`src/hw/rtl/l2kg_pkg.sv`:
```
// Package for the Lanczos-2 kernel generator: sizes, fixed-point constants,
// sequencer states, divider request and response types and helper functions.
// Depends on nothing.
package l2kg_pkg;

    localparam int TAP_SLOTS     = 16;
    localparam int MAX_SAMPLES   = 29;
    localparam int CNT_W         = $clog2(TAP_SLOTS + 1);
    localparam int IDX_W         = $clog2(TAP_SLOTS);
    localparam int RATIO_W       = 24;
    localparam int LEN_W         = 14;
    localparam int WEIGHT_W      = 18;
    localparam int OFF_W         = 24;
    localparam int TAPO_W        = 4;
    localparam int RAW_W         = 33;
    localparam int SUM_W         = 40;
    localparam int ACC_W         = 40;
    localparam int Q_W           = 48;
    localparam int DSR_W         = 36;
    localparam int STEP_W        = 6;
    localparam int TERM_W        = 4;
    localparam int SERIES_TERMS  = 12;
    localparam int OFF_DVD_W     = CNT_W + 20;

    localparam logic [31:0] ONE_Q28 = 32'h1000_0000;
    localparam logic [31:0] PI_Q28  = 32'd843314857;

    localparam logic [STEP_W-1:0] U_STEPS      = STEP_W'(28);
    localparam logic [STEP_W-1:0] SERIES_STEPS = STEP_W'(36);
    localparam logic [STEP_W-1:0] NORM_STEPS   = STEP_W'(Q_W);
    localparam logic [STEP_W-1:0] OFF_STEPS    = STEP_W'(OFF_DVD_W);

    typedef enum logic [4:0] {
        S_IDLE,
        S_TAP,
        S_UDIV,
        S_VMUL,
        S_V2MUL,
        S_TSTART,
        S_TMUL,
        S_TDIV0,
        S_TDIV,
        S_TEND,
        S_SQ,
        S_LMUL,
        S_LFIN,
        S_NSTART,
        S_NDIV,
        S_OSTART,
        S_ODIV,
        S_OUT
    } t_state;

    typedef struct packed {
        logic              start;
        logic [STEP_W-1:0] steps;
        logic [DSR_W-1:0]  rem0;
        logic [Q_W-1:0]    dividend;
        logic [DSR_W-1:0]  divisor;
    } t_div_req;

    typedef struct packed {
        logic           done;
        logic [Q_W-1:0] quotient;
    } t_div_rsp;

    function automatic logic [CNT_W-1:0] calc_kernel_size(input logic [RATIO_W-1:0] ratio);
        logic [RATIO_W+1:0] c2;
        logic [RATIO_W-15:0] c;
        logic [11:0] n;
        logic [11:0] ks;
        c2 = {1'b0, ratio, 1'b0} + (RATIO_W + 2)'(65535);
        c  = c2[RATIO_W+1:16];
        if (c < 10'd2) begin
            n = 12'd3;
        end else begin
            n = {1'b0, c, 1'b0} - 12'd1;
        end
        if (n < 12'd3) begin
            n = 12'd3;
        end
        if (n > 12'(MAX_SAMPLES)) begin
            n = 12'(MAX_SAMPLES);
        end
        ks = (n >> 1) + 12'd1;
        if (ks > 12'(TAP_SLOTS)) begin
            ks = 12'(TAP_SLOTS);
        end
        return ks[CNT_W-1:0];
    endfunction

    function automatic logic [9:0] series_divisor(input logic [TERM_W-1:0] k,
                                                  input logic cos_form);
        logic [19:0] two_k;
        logic [19:0] p;
        two_k = {15'b0, k, 1'b0};
        if (cos_form) begin
            p = (two_k - 20'd1) * two_k;
        end else begin
            p = two_k * (two_k + 20'd1);
        end
        return p[9:0];
    endfunction

endpackage

```
`src/hw/rtl/l2kg_div.sv`:
```
// Shared restoring divider, one quotient bit per cycle over a programmable count.
// Depends on l2kg_pkg for the request and response types.
module l2kg_div (
    input  logic                 i_clk,
    input  logic                 i_rst_n,
    input  l2kg_pkg::t_div_req   i_req,
    output l2kg_pkg::t_div_rsp   o_rsp
);
    import l2kg_pkg::*;

    logic              r_busy;
    logic              r_done;
    logic [STEP_W-1:0] r_cnt;
    logic [DSR_W-1:0]  r_rem;
    logic [DSR_W-1:0]  r_dsr;
    logic [Q_W-1:0]    r_dvd;
    logic [Q_W-1:0]    r_quo;
    logic [DSR_W:0]    trial;
    logic [DSR_W:0]    diff;
    logic              take;

    always_comb begin
        trial = {r_rem, r_dvd[Q_W-1]};
        diff  = trial - {1'b0, r_dsr};
        take  = (trial >= {1'b0, r_dsr});
    end

    always_ff @(posedge i_clk) begin
        if (!i_rst_n) begin
            r_busy <= 1'b0;
            r_done <= 1'b0;
            r_cnt  <= '0;
        end else begin
            r_done <= 1'b0;
            if (i_req.start) begin
                r_busy <= 1'b1;
                r_cnt  <= i_req.steps;
            end else if (r_busy) begin
                r_cnt <= r_cnt - STEP_W'(1);
                if (r_cnt == STEP_W'(1)) begin
                    r_busy <= 1'b0;
                    r_done <= 1'b1;
                end
            end
        end
    end

    always_ff @(posedge i_clk) begin
        if (i_req.start) begin
            r_rem <= i_req.rem0;
            r_dvd <= i_req.dividend;
            r_dsr <= i_req.divisor;
            r_quo <= '0;
        end else if (r_busy) begin
            r_rem <= take ? diff[DSR_W-1:0] : trial[DSR_W-1:0];
            r_dvd <= {r_dvd[Q_W-2:0], 1'b0};
            r_quo <= {r_quo[Q_W-2:0], take};
        end
    end

    assign o_rsp.done     = r_done;
    assign o_rsp.quotient = r_quo;

endmodule

```
`src/hw/rtl/lanczos2_kernel_generator_top.sv`:
```
// Top level of the Lanczos-2 kernel generator: sequencer, shared multiplier and tap store.
// Depends on l2kg_pkg and l2kg_div.
//
//   channel   direction   handshake                  payload
//   request   in          i_in_valid / o_in_ready    i_scale_ratio, i_tex_length, i_vertical
//   tap       out         o_out_valid / i_out_ready  o_tap_index, o_weight, o_offset_x,
//                                                    o_offset_y, o_kernel_size, o_last_tap
//
// A request is taken only when the block is idle and yields sixteen tap items.
// Each nonzero tap is dominated by the divider, which yields one quotient bit per
// cycle over 24 series terms; normalisation and offsets follow for each item.
// Reset is synchronous and returns the sequencer to idle; a stalled output simply holds.
module lanczos2_kernel_generator_top (
    input  logic                                 i_clk,
    input  logic                                 i_rst_n,
    input  logic                                 i_in_valid,
    output logic                                 o_in_ready,
    input  logic [l2kg_pkg::RATIO_W-1:0]         i_scale_ratio,
    input  logic [l2kg_pkg::LEN_W-1:0]           i_tex_length,
    input  logic                                 i_vertical,
    output logic                                 o_out_valid,
    input  logic                                 i_out_ready,
    output logic [l2kg_pkg::TAPO_W-1:0]          o_tap_index,
    output logic signed [l2kg_pkg::WEIGHT_W-1:0] o_weight,
    output logic [l2kg_pkg::OFF_W-1:0]           o_offset_x,
    output logic [l2kg_pkg::OFF_W-1:0]           o_offset_y,
    output logic [l2kg_pkg::TAPO_W-1:0]          o_kernel_size,
    output logic                                 o_last_tap
);
    import l2kg_pkg::*;

    t_state r_state;
    t_state n_state;

    logic [RATIO_W-1:0]         r_ratio;
    logic [LEN_W-1:0]           r_len;
    logic                       r_vert;
    logic [CNT_W-1:0]           r_ks;
    logic [CNT_W-1:0]           r_i;
    logic [27:0]                r_u;
    logic [31:0]                r_v2;
    logic [31:0]                r_mag;
    logic signed [ACC_W-1:0]    r_acc;
    logic [TERM_W-1:0]          r_k;
    logic                       r_cos;
    logic signed [ACC_W-1:0]    r_sn;
    logic signed [ACC_W-1:0]    r_cs;
    logic signed [SUM_W-1:0]    r_sum;
    logic [63:0]                r_prod;
    logic signed [RAW_W-1:0]    r_raw [TAP_SLOTS];
    logic [TAPO_W-1:0]          r_tap;
    logic signed [WEIGHT_W-1:0] r_weight;
    logic [OFF_W-1:0]           r_off_x;
    logic [OFF_W-1:0]           r_off_y;
    logic [TAPO_W-1:0]          r_ks_out;
    logic                       r_last;

    logic [31:0]             mul_a;
    logic [31:0]             mul_b;
    t_div_req                div_req;
    t_div_rsp                div_rsp;
    logic signed [RAW_W-1:0] raw_rd;
    logic [RAW_W-1:0]        raw_abs;
    logic signed [ACC_W-1:0] sn_abs;
    logic signed [ACC_W-1:0] cs_abs;
    logic                    tap_skip;
    logic [LEN_W-1:0]        len_eff;
    logic [31:0]             term;
    logic signed [ACC_W-1:0] acc_next;
    logic signed [RAW_W-1:0] raw_new;
    logic [Q_W-1:0]          quo;
    logic signed [WEIGHT_W-1:0] w_new;
    logic [OFF_W-1:0]        off_new;

    l2kg_div u_div (
        .i_clk   (i_clk),
        .i_rst_n (i_rst_n),
        .i_req   (div_req),
        .o_rsp   (div_rsp)
    );

    always_comb begin
        quo      = div_rsp.quotient;
        raw_rd   = r_raw[r_i[IDX_W-1:0]];
        raw_abs  = raw_rd[RAW_W-1] ? RAW_W'(-raw_rd) : RAW_W'(raw_rd);
        sn_abs   = r_sn[ACC_W-1] ? -r_sn : r_sn;
        cs_abs   = r_cs[ACC_W-1] ? -r_cs : r_cs;
        tap_skip = (r_i >= r_ks) || (32'({r_i, 15'b0}) >= 32'(r_ratio));
        len_eff  = (r_len == '0) ? LEN_W'(1) : r_len;
        term     = quo[31:0];
        acc_next = r_k[0] ? (r_acc - ACC_W'(term)) : (r_acc + ACC_W'(term));
        raw_new  = r_cs[ACC_W-1] ? -RAW_W'(r_prod[59:28]) : RAW_W'(r_prod[59:28]);
        if (raw_rd[RAW_W-1]) begin
            w_new = (quo >= Q_W'(131072)) ? WEIGHT_W'(18'h20000) : WEIGHT_W'(-quo[WEIGHT_W-1:0]);
        end else begin
            w_new = (quo > Q_W'(131071)) ? WEIGHT_W'(18'h1FFFF) : WEIGHT_W'(quo[WEIGHT_W-1:0]);
        end
        off_new = (quo > Q_W'(24'hFFFFFF)) ? OFF_W'(24'hFFFFFF) : quo[OFF_W-1:0];
    end

    always_ff @(posedge i_clk) begin
        if (!i_rst_n) begin
            r_state <= S_IDLE;
        end else begin
            r_state <= n_state;
        end
    end

    always_comb begin
        n_state  = r_state;
        mul_a    = '0;
        mul_b    = '0;
        div_req  = '0;
        case (r_state)
            S_IDLE: begin
                if (i_in_valid) begin
                    n_state = S_TAP;
                end
            end
            S_TAP: begin
                if (r_i == CNT_W'(TAP_SLOTS)) begin
                    n_state = S_NSTART;
                end else if (!tap_skip) begin
                    div_req.start    = 1'b1;
                    div_req.steps    = U_STEPS;
                    div_req.rem0     = DSR_W'({r_i, 15'b0});
                    div_req.dividend = '0;
                    div_req.divisor  = DSR_W'(r_ratio);
                    n_state = S_UDIV;
                end
            end
            S_UDIV: begin
                if (div_rsp.done) begin
                    n_state = S_VMUL;
                end
            end
            S_VMUL: begin
                mul_a   = {4'b0, r_u};
                mul_b   = PI_Q28;
                n_state = S_V2MUL;
            end
            S_V2MUL: begin
                mul_a   = {2'b0, r_prod[57:28]};
                mul_b   = {2'b0, r_prod[57:28]};
                n_state = S_TSTART;
            end
            S_TSTART: begin
                n_state = S_TMUL;
            end
            S_TMUL: begin
                mul_a   = r_mag;
                mul_b   = r_v2;
                n_state = S_TDIV0;
            end
            S_TDIV0: begin
                div_req.start    = 1'b1;
                div_req.steps    = SERIES_STEPS;
                div_req.rem0     = '0;
                div_req.dividend = {r_prod[63:28], 12'b0};
                div_req.divisor  = DSR_W'(series_divisor(r_k, r_cos));
                n_state = S_TDIV;
            end
            S_TDIV: begin
                if (div_rsp.done) begin
                    n_state = (r_k == TERM_W'(SERIES_TERMS)) ? S_TEND : S_TMUL;
                end
            end
            S_TEND: begin
                n_state = r_cos ? S_SQ : S_TMUL;
            end
            S_SQ: begin
                mul_a   = sn_abs[31:0];
                mul_b   = sn_abs[31:0];
                n_state = S_LMUL;
            end
            S_LMUL: begin
                mul_a   = r_prod[59:28];
                mul_b   = cs_abs[31:0];
                n_state = S_LFIN;
            end
            S_LFIN: begin
                n_state = S_TAP;
            end
            S_NSTART: begin
                if (r_i >= r_ks) begin
                    n_state = S_OUT;
                end else begin
                    div_req.start    = 1'b1;
                    div_req.steps    = NORM_STEPS;
                    div_req.rem0     = '0;
                    div_req.dividend = {raw_abs[31:0], 16'b0};
                    div_req.divisor  = r_sum[DSR_W-1:0];
                    n_state = S_NDIV;
                end
            end
            S_NDIV: begin
                if (div_rsp.done) begin
                    n_state = S_OSTART;
                end
            end
            S_OSTART: begin
                div_req.start    = 1'b1;
                div_req.steps    = OFF_STEPS;
                div_req.rem0     = '0;
                div_req.dividend = {r_i, {(Q_W - CNT_W){1'b0}}};
                div_req.divisor  = DSR_W'(len_eff);
                n_state = S_ODIV;
            end
            S_ODIV: begin
                if (div_rsp.done) begin
                    n_state = S_OUT;
                end
            end
            S_OUT: begin
                if (i_out_ready) begin
                    n_state = (r_i == CNT_W'(TAP_SLOTS - 1)) ? S_IDLE : S_NSTART;
                end
            end
            default: begin
                n_state = S_IDLE;
            end
        endcase
    end

    always_ff @(posedge i_clk) begin
        r_prod <= {32'b0, mul_a} * {32'b0, mul_b};
        case (r_state)
            S_IDLE: begin
                if (i_in_valid) begin
                    r_ratio  <= i_scale_ratio;
                    r_len    <= i_tex_length;
                    r_vert   <= i_vertical;
                    r_ks     <= calc_kernel_size(i_scale_ratio);
                    r_i      <= CNT_W'(1);
                    r_raw[0] <= RAW_W'(ONE_Q28);
                    r_sum    <= SUM_W'(ONE_Q28);
                end
            end
            S_TAP: begin
                if (r_i == CNT_W'(TAP_SLOTS)) begin
                    r_i <= '0;
                    if (r_sum <= 0) begin
                        r_sum <= SUM_W'(ONE_Q28);
                    end
                end else if (tap_skip) begin
                    r_raw[r_i[IDX_W-1:0]] <= '0;
                    r_i <= r_i + CNT_W'(1);
                end
            end
            S_UDIV: begin
                if (div_rsp.done) begin
                    r_u <= quo[27:0];
                end
            end
            S_TSTART: begin
                r_v2  <= r_prod[59:28];
                r_cos <= 1'b0;
                r_mag <= ONE_Q28;
                r_acc <= ACC_W'(ONE_Q28);
                r_k   <= TERM_W'(1);
            end
            S_TDIV: begin
                if (div_rsp.done) begin
                    r_mag <= term;
                    r_acc <= acc_next;
                    r_k   <= r_k + TERM_W'(1);
                end
            end
            S_TEND: begin
                if (r_cos) begin
                    r_cs <= r_acc;
                end else begin
                    r_sn  <= r_acc;
                    r_cos <= 1'b1;
                    r_mag <= ONE_Q28;
                    r_acc <= ACC_W'(ONE_Q28);
                    r_k   <= TERM_W'(1);
                end
            end
            S_LFIN: begin
                r_raw[r_i[IDX_W-1:0]] <= raw_new;
                r_sum <= r_sum + (SUM_W'(raw_new) <<< 1);
                r_i   <= r_i + CNT_W'(1);
            end
            S_NSTART: begin
                r_tap    <= TAPO_W'(r_i);
                r_ks_out <= TAPO_W'(r_ks);
                r_last   <= (r_i == CNT_W'(TAP_SLOTS - 1));
                if (r_i >= r_ks) begin
                    r_weight <= '0;
                    r_off_x  <= '0;
                    r_off_y  <= '0;
                end
            end
            S_NDIV: begin
                if (div_rsp.done) begin
                    r_weight <= w_new;
                end
            end
            S_ODIV: begin
                if (div_rsp.done) begin
                    r_off_x <= r_vert ? '0 : off_new;
                    r_off_y <= r_vert ? off_new : '0;
                end
            end
            S_OUT: begin
                if (i_out_ready) begin
                    r_i <= r_i + CNT_W'(1);
                end
            end
            default: begin
            end
        endcase
    end

    assign o_in_ready    = (r_state == S_IDLE);
    assign o_out_valid   = (r_state == S_OUT);
    assign o_tap_index   = r_tap;
    assign o_weight      = r_weight;
    assign o_offset_x    = r_off_x;
    assign o_offset_y    = r_off_y;
    assign o_kernel_size = r_ks_out;
    assign o_last_tap    = r_last;

endmodule
```
`config.mk`:
```
export PLATFORM = sky130hd
export DESIGN_NAME = lanczos2_kernel_generator_top
export DESIGN_NICKNAME = d
export VERILOG_FILES = /design/src/hw/rtl/l2kg_pkg.sv /design/src/hw/rtl/l2kg_div.sv /design/src/hw/rtl/lanczos2_kernel_generator_top.sv
export SDC_FILE = /design/constraint.sdc
export NUM_CORES = 2
export LEC_CHECK = 0
export BUFFER_PORTS_ARGS = -buffer_cell sky130_fd_sc_hd__buf_2
export CAP_MARGIN = 20
export CORE_UTILIZATION = 50
export CTS_CLUSTER_DIAMETER = 100
export CTS_CLUSTER_SIZE = 24
export DETAILED_ROUTE_END_ITERATION = 10
export GPL_ROUTABILITY_DRIVEN = 0
export MAX_ROUTING_LAYER = met4
export PLACE_DENSITY = 0.68
export SETUP_SLACK_MARGIN = 0.15
export SKIP_CTS_REPAIR_TIMING = 1
export SLEW_MARGIN = 5
export SYNTH_ARGS = -nofsm -noshare
export SYNTH_HDL_FRONTEND = slang
export SYNTH_HIERARCHICAL = 1
export SYNTH_SLANG_ARGS = --single-unit
```
`constraint.sdc`:
```
create_clock -name i_clk -period 9.2 [get_ports i_clk]
set_input_delay 1.38 -clock i_clk [delete_from_list [all_inputs] [get_ports i_clk]]
set_output_delay 1.38 -clock i_clk [all_outputs]
set_load 0.005 [all_outputs]
```
==> reports/results.md <==
Power
- **switching power summed over all nets** 7.94 mW
- **largest vdd supply drop** 0.201 mV
- **Clock power frac** 14.3%
- **Total Power** 19.2 mW
- **logic gate share of total power** 49.4%
- **Leakage** 41.1 nW
- **sequential share of power** 36.3%
- **power per standard cell area** 194 nW/um^2
- **internal power** 11.3 mW
- **switching share of total power** 41.3%

STA
- **unrepaired setup endpoints after global routing** yes
- **count of endpoints failing hold in the final timing report** 0
- **Final min period** 9.81 ns
- **setup violators final** 33
- **Clock Skews** 0.0693 ns
- **FMAX** 0.102 GHz
- **Hold Slack** 0.457 ns
- **relative slew slack** 20.4%
- **total negative setup slack** -11.81 ns
- **crit path setup slack, layout** -0.606 ns
- **Worst-Margin Slew** 1.19 ns
- **max-slew violation total from the final report** 0
- **final clock period utilization by the worst path** 107%

Routing
- **total number of vias** 63700
- **routed length per placed instance** 24.5 um
- **count of routing violations after the opening detailed-route iteration** 6717
- **final WL** 266000 um
- **Antenna Nets Post-Route** 0
- **post-route DRC violation count** 0
- **DR vias/cell** 5.86
- **Pre-antenna DRT Iters** 6

Finish
- **non-filler instance count after layout** 10900
- **net total in the final layout** 9891
- **most frequent cells in the layout** inv_1 (1127), edfxtp_1 (1014), fa_1 (882), nor2_1 (859), nand2_1 (833)
- **Layout fillers** 14100
- **ratio of cells with drive above 1 in the final layout** 17.3%
- **leading cell type in the layout, fill and taps excluded** inv_1
- **synthesis-to-layout area growth** 14.1%

Clock tree
- **clock tree root buffer cell** clkbuf_16
- **CTS H-tree lvls** 2
- **clock transition at the registers of the reported paths** 0.11 ns
- **Clock Sinks** 1115
- **number of buffers on the longest clock path** 3
- **insertion delay of the later-clocked pin in the worst-skew pair** 0.74 ns
- **cts bufs inserted** 53
- **clock tree from TritonCTS** built

Place
- **number of placed cells counting well taps** 10700
- **number of port buffers** 119
- **DP HPWL** 201000 um

Global route
- **global-route usage over all layers** 31.2%
- **vias in the first global route** 64300
- **residual overflow from global routing** 0
- **pin count of the biggest net entering global routing** 94
- **antenna violations before repair** 15
- **first-pass GRT wire length** 396000 um

Setup path
- **worst stage delay on the critical path** 0.60 ns
- **crit path max-delay cell type** fa_1
- **required time of the critical path** 9.86 ns
- **most frequent cell on the critical path** fa_1
- **Worst Setup Path Type** reg2reg
- **kind of start point of the critical path** flip-flop
- **critical path peak fanout** 5
- **worst endpoint data arrival time** 10.47 ns
- **Crit. End Element** flip-flop
- **Worst R2R Setup Slack** -0.61 ns

Synth
- **mux cell area share after synthesis** 5.91%
- **synthesized area** 86700 sq um
- **area fraction in compound gates after synthesis** 7.51%
- **synthesized instance count** 7980
- **Post-Synth XOR/XNOR Area** 3.09%
- **number of different library cells in the post-synthesis netlist** 100
- **number of storage elements in the synthesis netlist** 1115
- **async set-reset flop share out of synthesis** 0%
- **primary flip-flop cell chosen by synthesis mapping** edfxtp_1
- **mean instance size in the synthesized netlist** 10.9 sq um
- **fraction of the mapped netlist area in adder cells** 27.0%
- **portion of the post-synthesis area used by sequential elements** 37.4%
- **yosys warns** 6
- **simple-gate portion of the synthesized area** 12.1%
- **EDFF count, synth** 1014
- **combinational family with the most area after synthesis** adder cells

Run
- **max-cap violations** 0

Floorplanning
- **Die X-Extent** 418 um
- **area inside the core boundary** 172000 sq um
- **Die ar.** 175000 sq um
- **initial cell density of the core** 50.4%
- **y dimension of the die** 418 um
- **number of ports placed on the die boundary** 120
- **total number of placement rows** 152

Run status
- **violated checks** setup timing
- **status** finished with violations

Min path
- **Hold/Removal Path Class** reg2reg

## path summary, 6_finish.rpt
path         depth (start not counted)     from                to
max reg2reg                         33  r_sn[3]        r_prod[61]
min reg2reg                          0  r_ks[2]  o_kernel_size[2]
max                                 33  r_sn[3]        r_prod[61]
min                                  0  r_ks[2]  o_kernel_size[2]
## critical path: cells and delay by family, from the launching register on
| kind | cells | cell delay [ns] |
|---|---|---|
| DFF | 1 | 0.41 |
| xor gates and xnor gates | 2 | 0.41 |
| and+or+nand+nor | 8 | 1.91 |
| buffers and inverters | 6 | 0.66 |
| adders and majority gates | 9 | 4.29 |
| AOI/OAI and AO/OA | 8 | 2.09 |
## through the flow
stage | setup WS [ns] | utilization [%] | instance area, sq um
2_1_floorplan | 0.0992 | - | 87500
4_1_cts | -0.824 | 56.6 | 97300
3_5_place_dp | -0.752 | 55.7 | 95800
6_report | -0.606 | 57.6 | 98900
5_1_grt | -0.895 | 57.5 | 98900
3_3_place_gp | -1.09 | 55.7 | 95800
## cell usage after synthesis, types with 101 or more instances
cell type	number	area, sq um
nand2_1	843	3160
xnor2_1	166	1450
inv_1	1146	4300
a21o_1	112	841
ha_1	416	5200
dfxtp_1	101	2020
o21ai_0	206	1030
edfxtp_1	1014	30400
a21oi_1	257	1290
clkbuf_1	342	1280
fa_1	911	18200
xor2_1	140	1230
nor2_1	911	3420
mux4_2	155	3490
## power groups by stage
stage          registers [mW]  clock network, mW  logic, mW
4_1_cts                  6.96               2.77       9.17
3_5_place_dp             7.07                  0       9.12
2_1_floorplan            6.75                  0       6.54
6_report                 6.98               2.74       9.49
5_1_grt                  7.03               2.93       10.2
3_3_place_gp             7.05                  0       8.96
## sequential cells by signal, indices dropped and copies added (netlist names), 5 cells and up, named ones only
signal and cells:
o_weight 18, u_div/r_dsr 36, o_offset_y 24, r_mag 32, r_raw 528, r_v2 32
r_prod 36, u_div/r_quo 48, r_acc 40, r_state 5, r_sum 39, r_ks 5
u_div/r_dvd 48, r_len 14, o_offset_x 24, u_div/r_rem 36, r_ratio 24, r_sn 33
r_i 5, r_u 28, r_cs 33, u_div/r_cnt 6
## metal layers
layer	wire length [um]	vias to the layer above	GRT usage (%)
li1	-	27600	-
met1	101000	32000	40.3
met2	119000	3390	46.5
met3	30400	726	7.08
met4	15600	0	15.4
met5	0	-	-
## cell families (layout without fill, tap and decap cells)
| logic type | count (synthesis) | in the layout |
|---|---|---|
| and+or+nand+nor | 2382 | 2382 |
| buffers and inverters | 1559 | 2087 |
| adders and majority gates | 1327 | 1327 |
| DFF | 1115 | 1115 |
| AOI/OAI and AO/OA | 979 | 979 |
| muxes | 311 | 311 |
| xor gates and xnor gates | 306 | 306 |
| other | 1 | 59 |
## area by class of cell
type	count	area [sq um]	area share (%)
Sequential cell	1115	32500	32.8
Antenna cell	14	35.0	0.0354
Timing Repair Buffer	854	7610	7.69
Clock inverter	7	126	0.128
Clock buffer	79	1450	1.46
Inverter	1147	4310	4.35
Tap cell	2310	2890	2.92
Multi-Input combinational cell	5350	50000	50.6
Power figures use the tool's default switching activity.
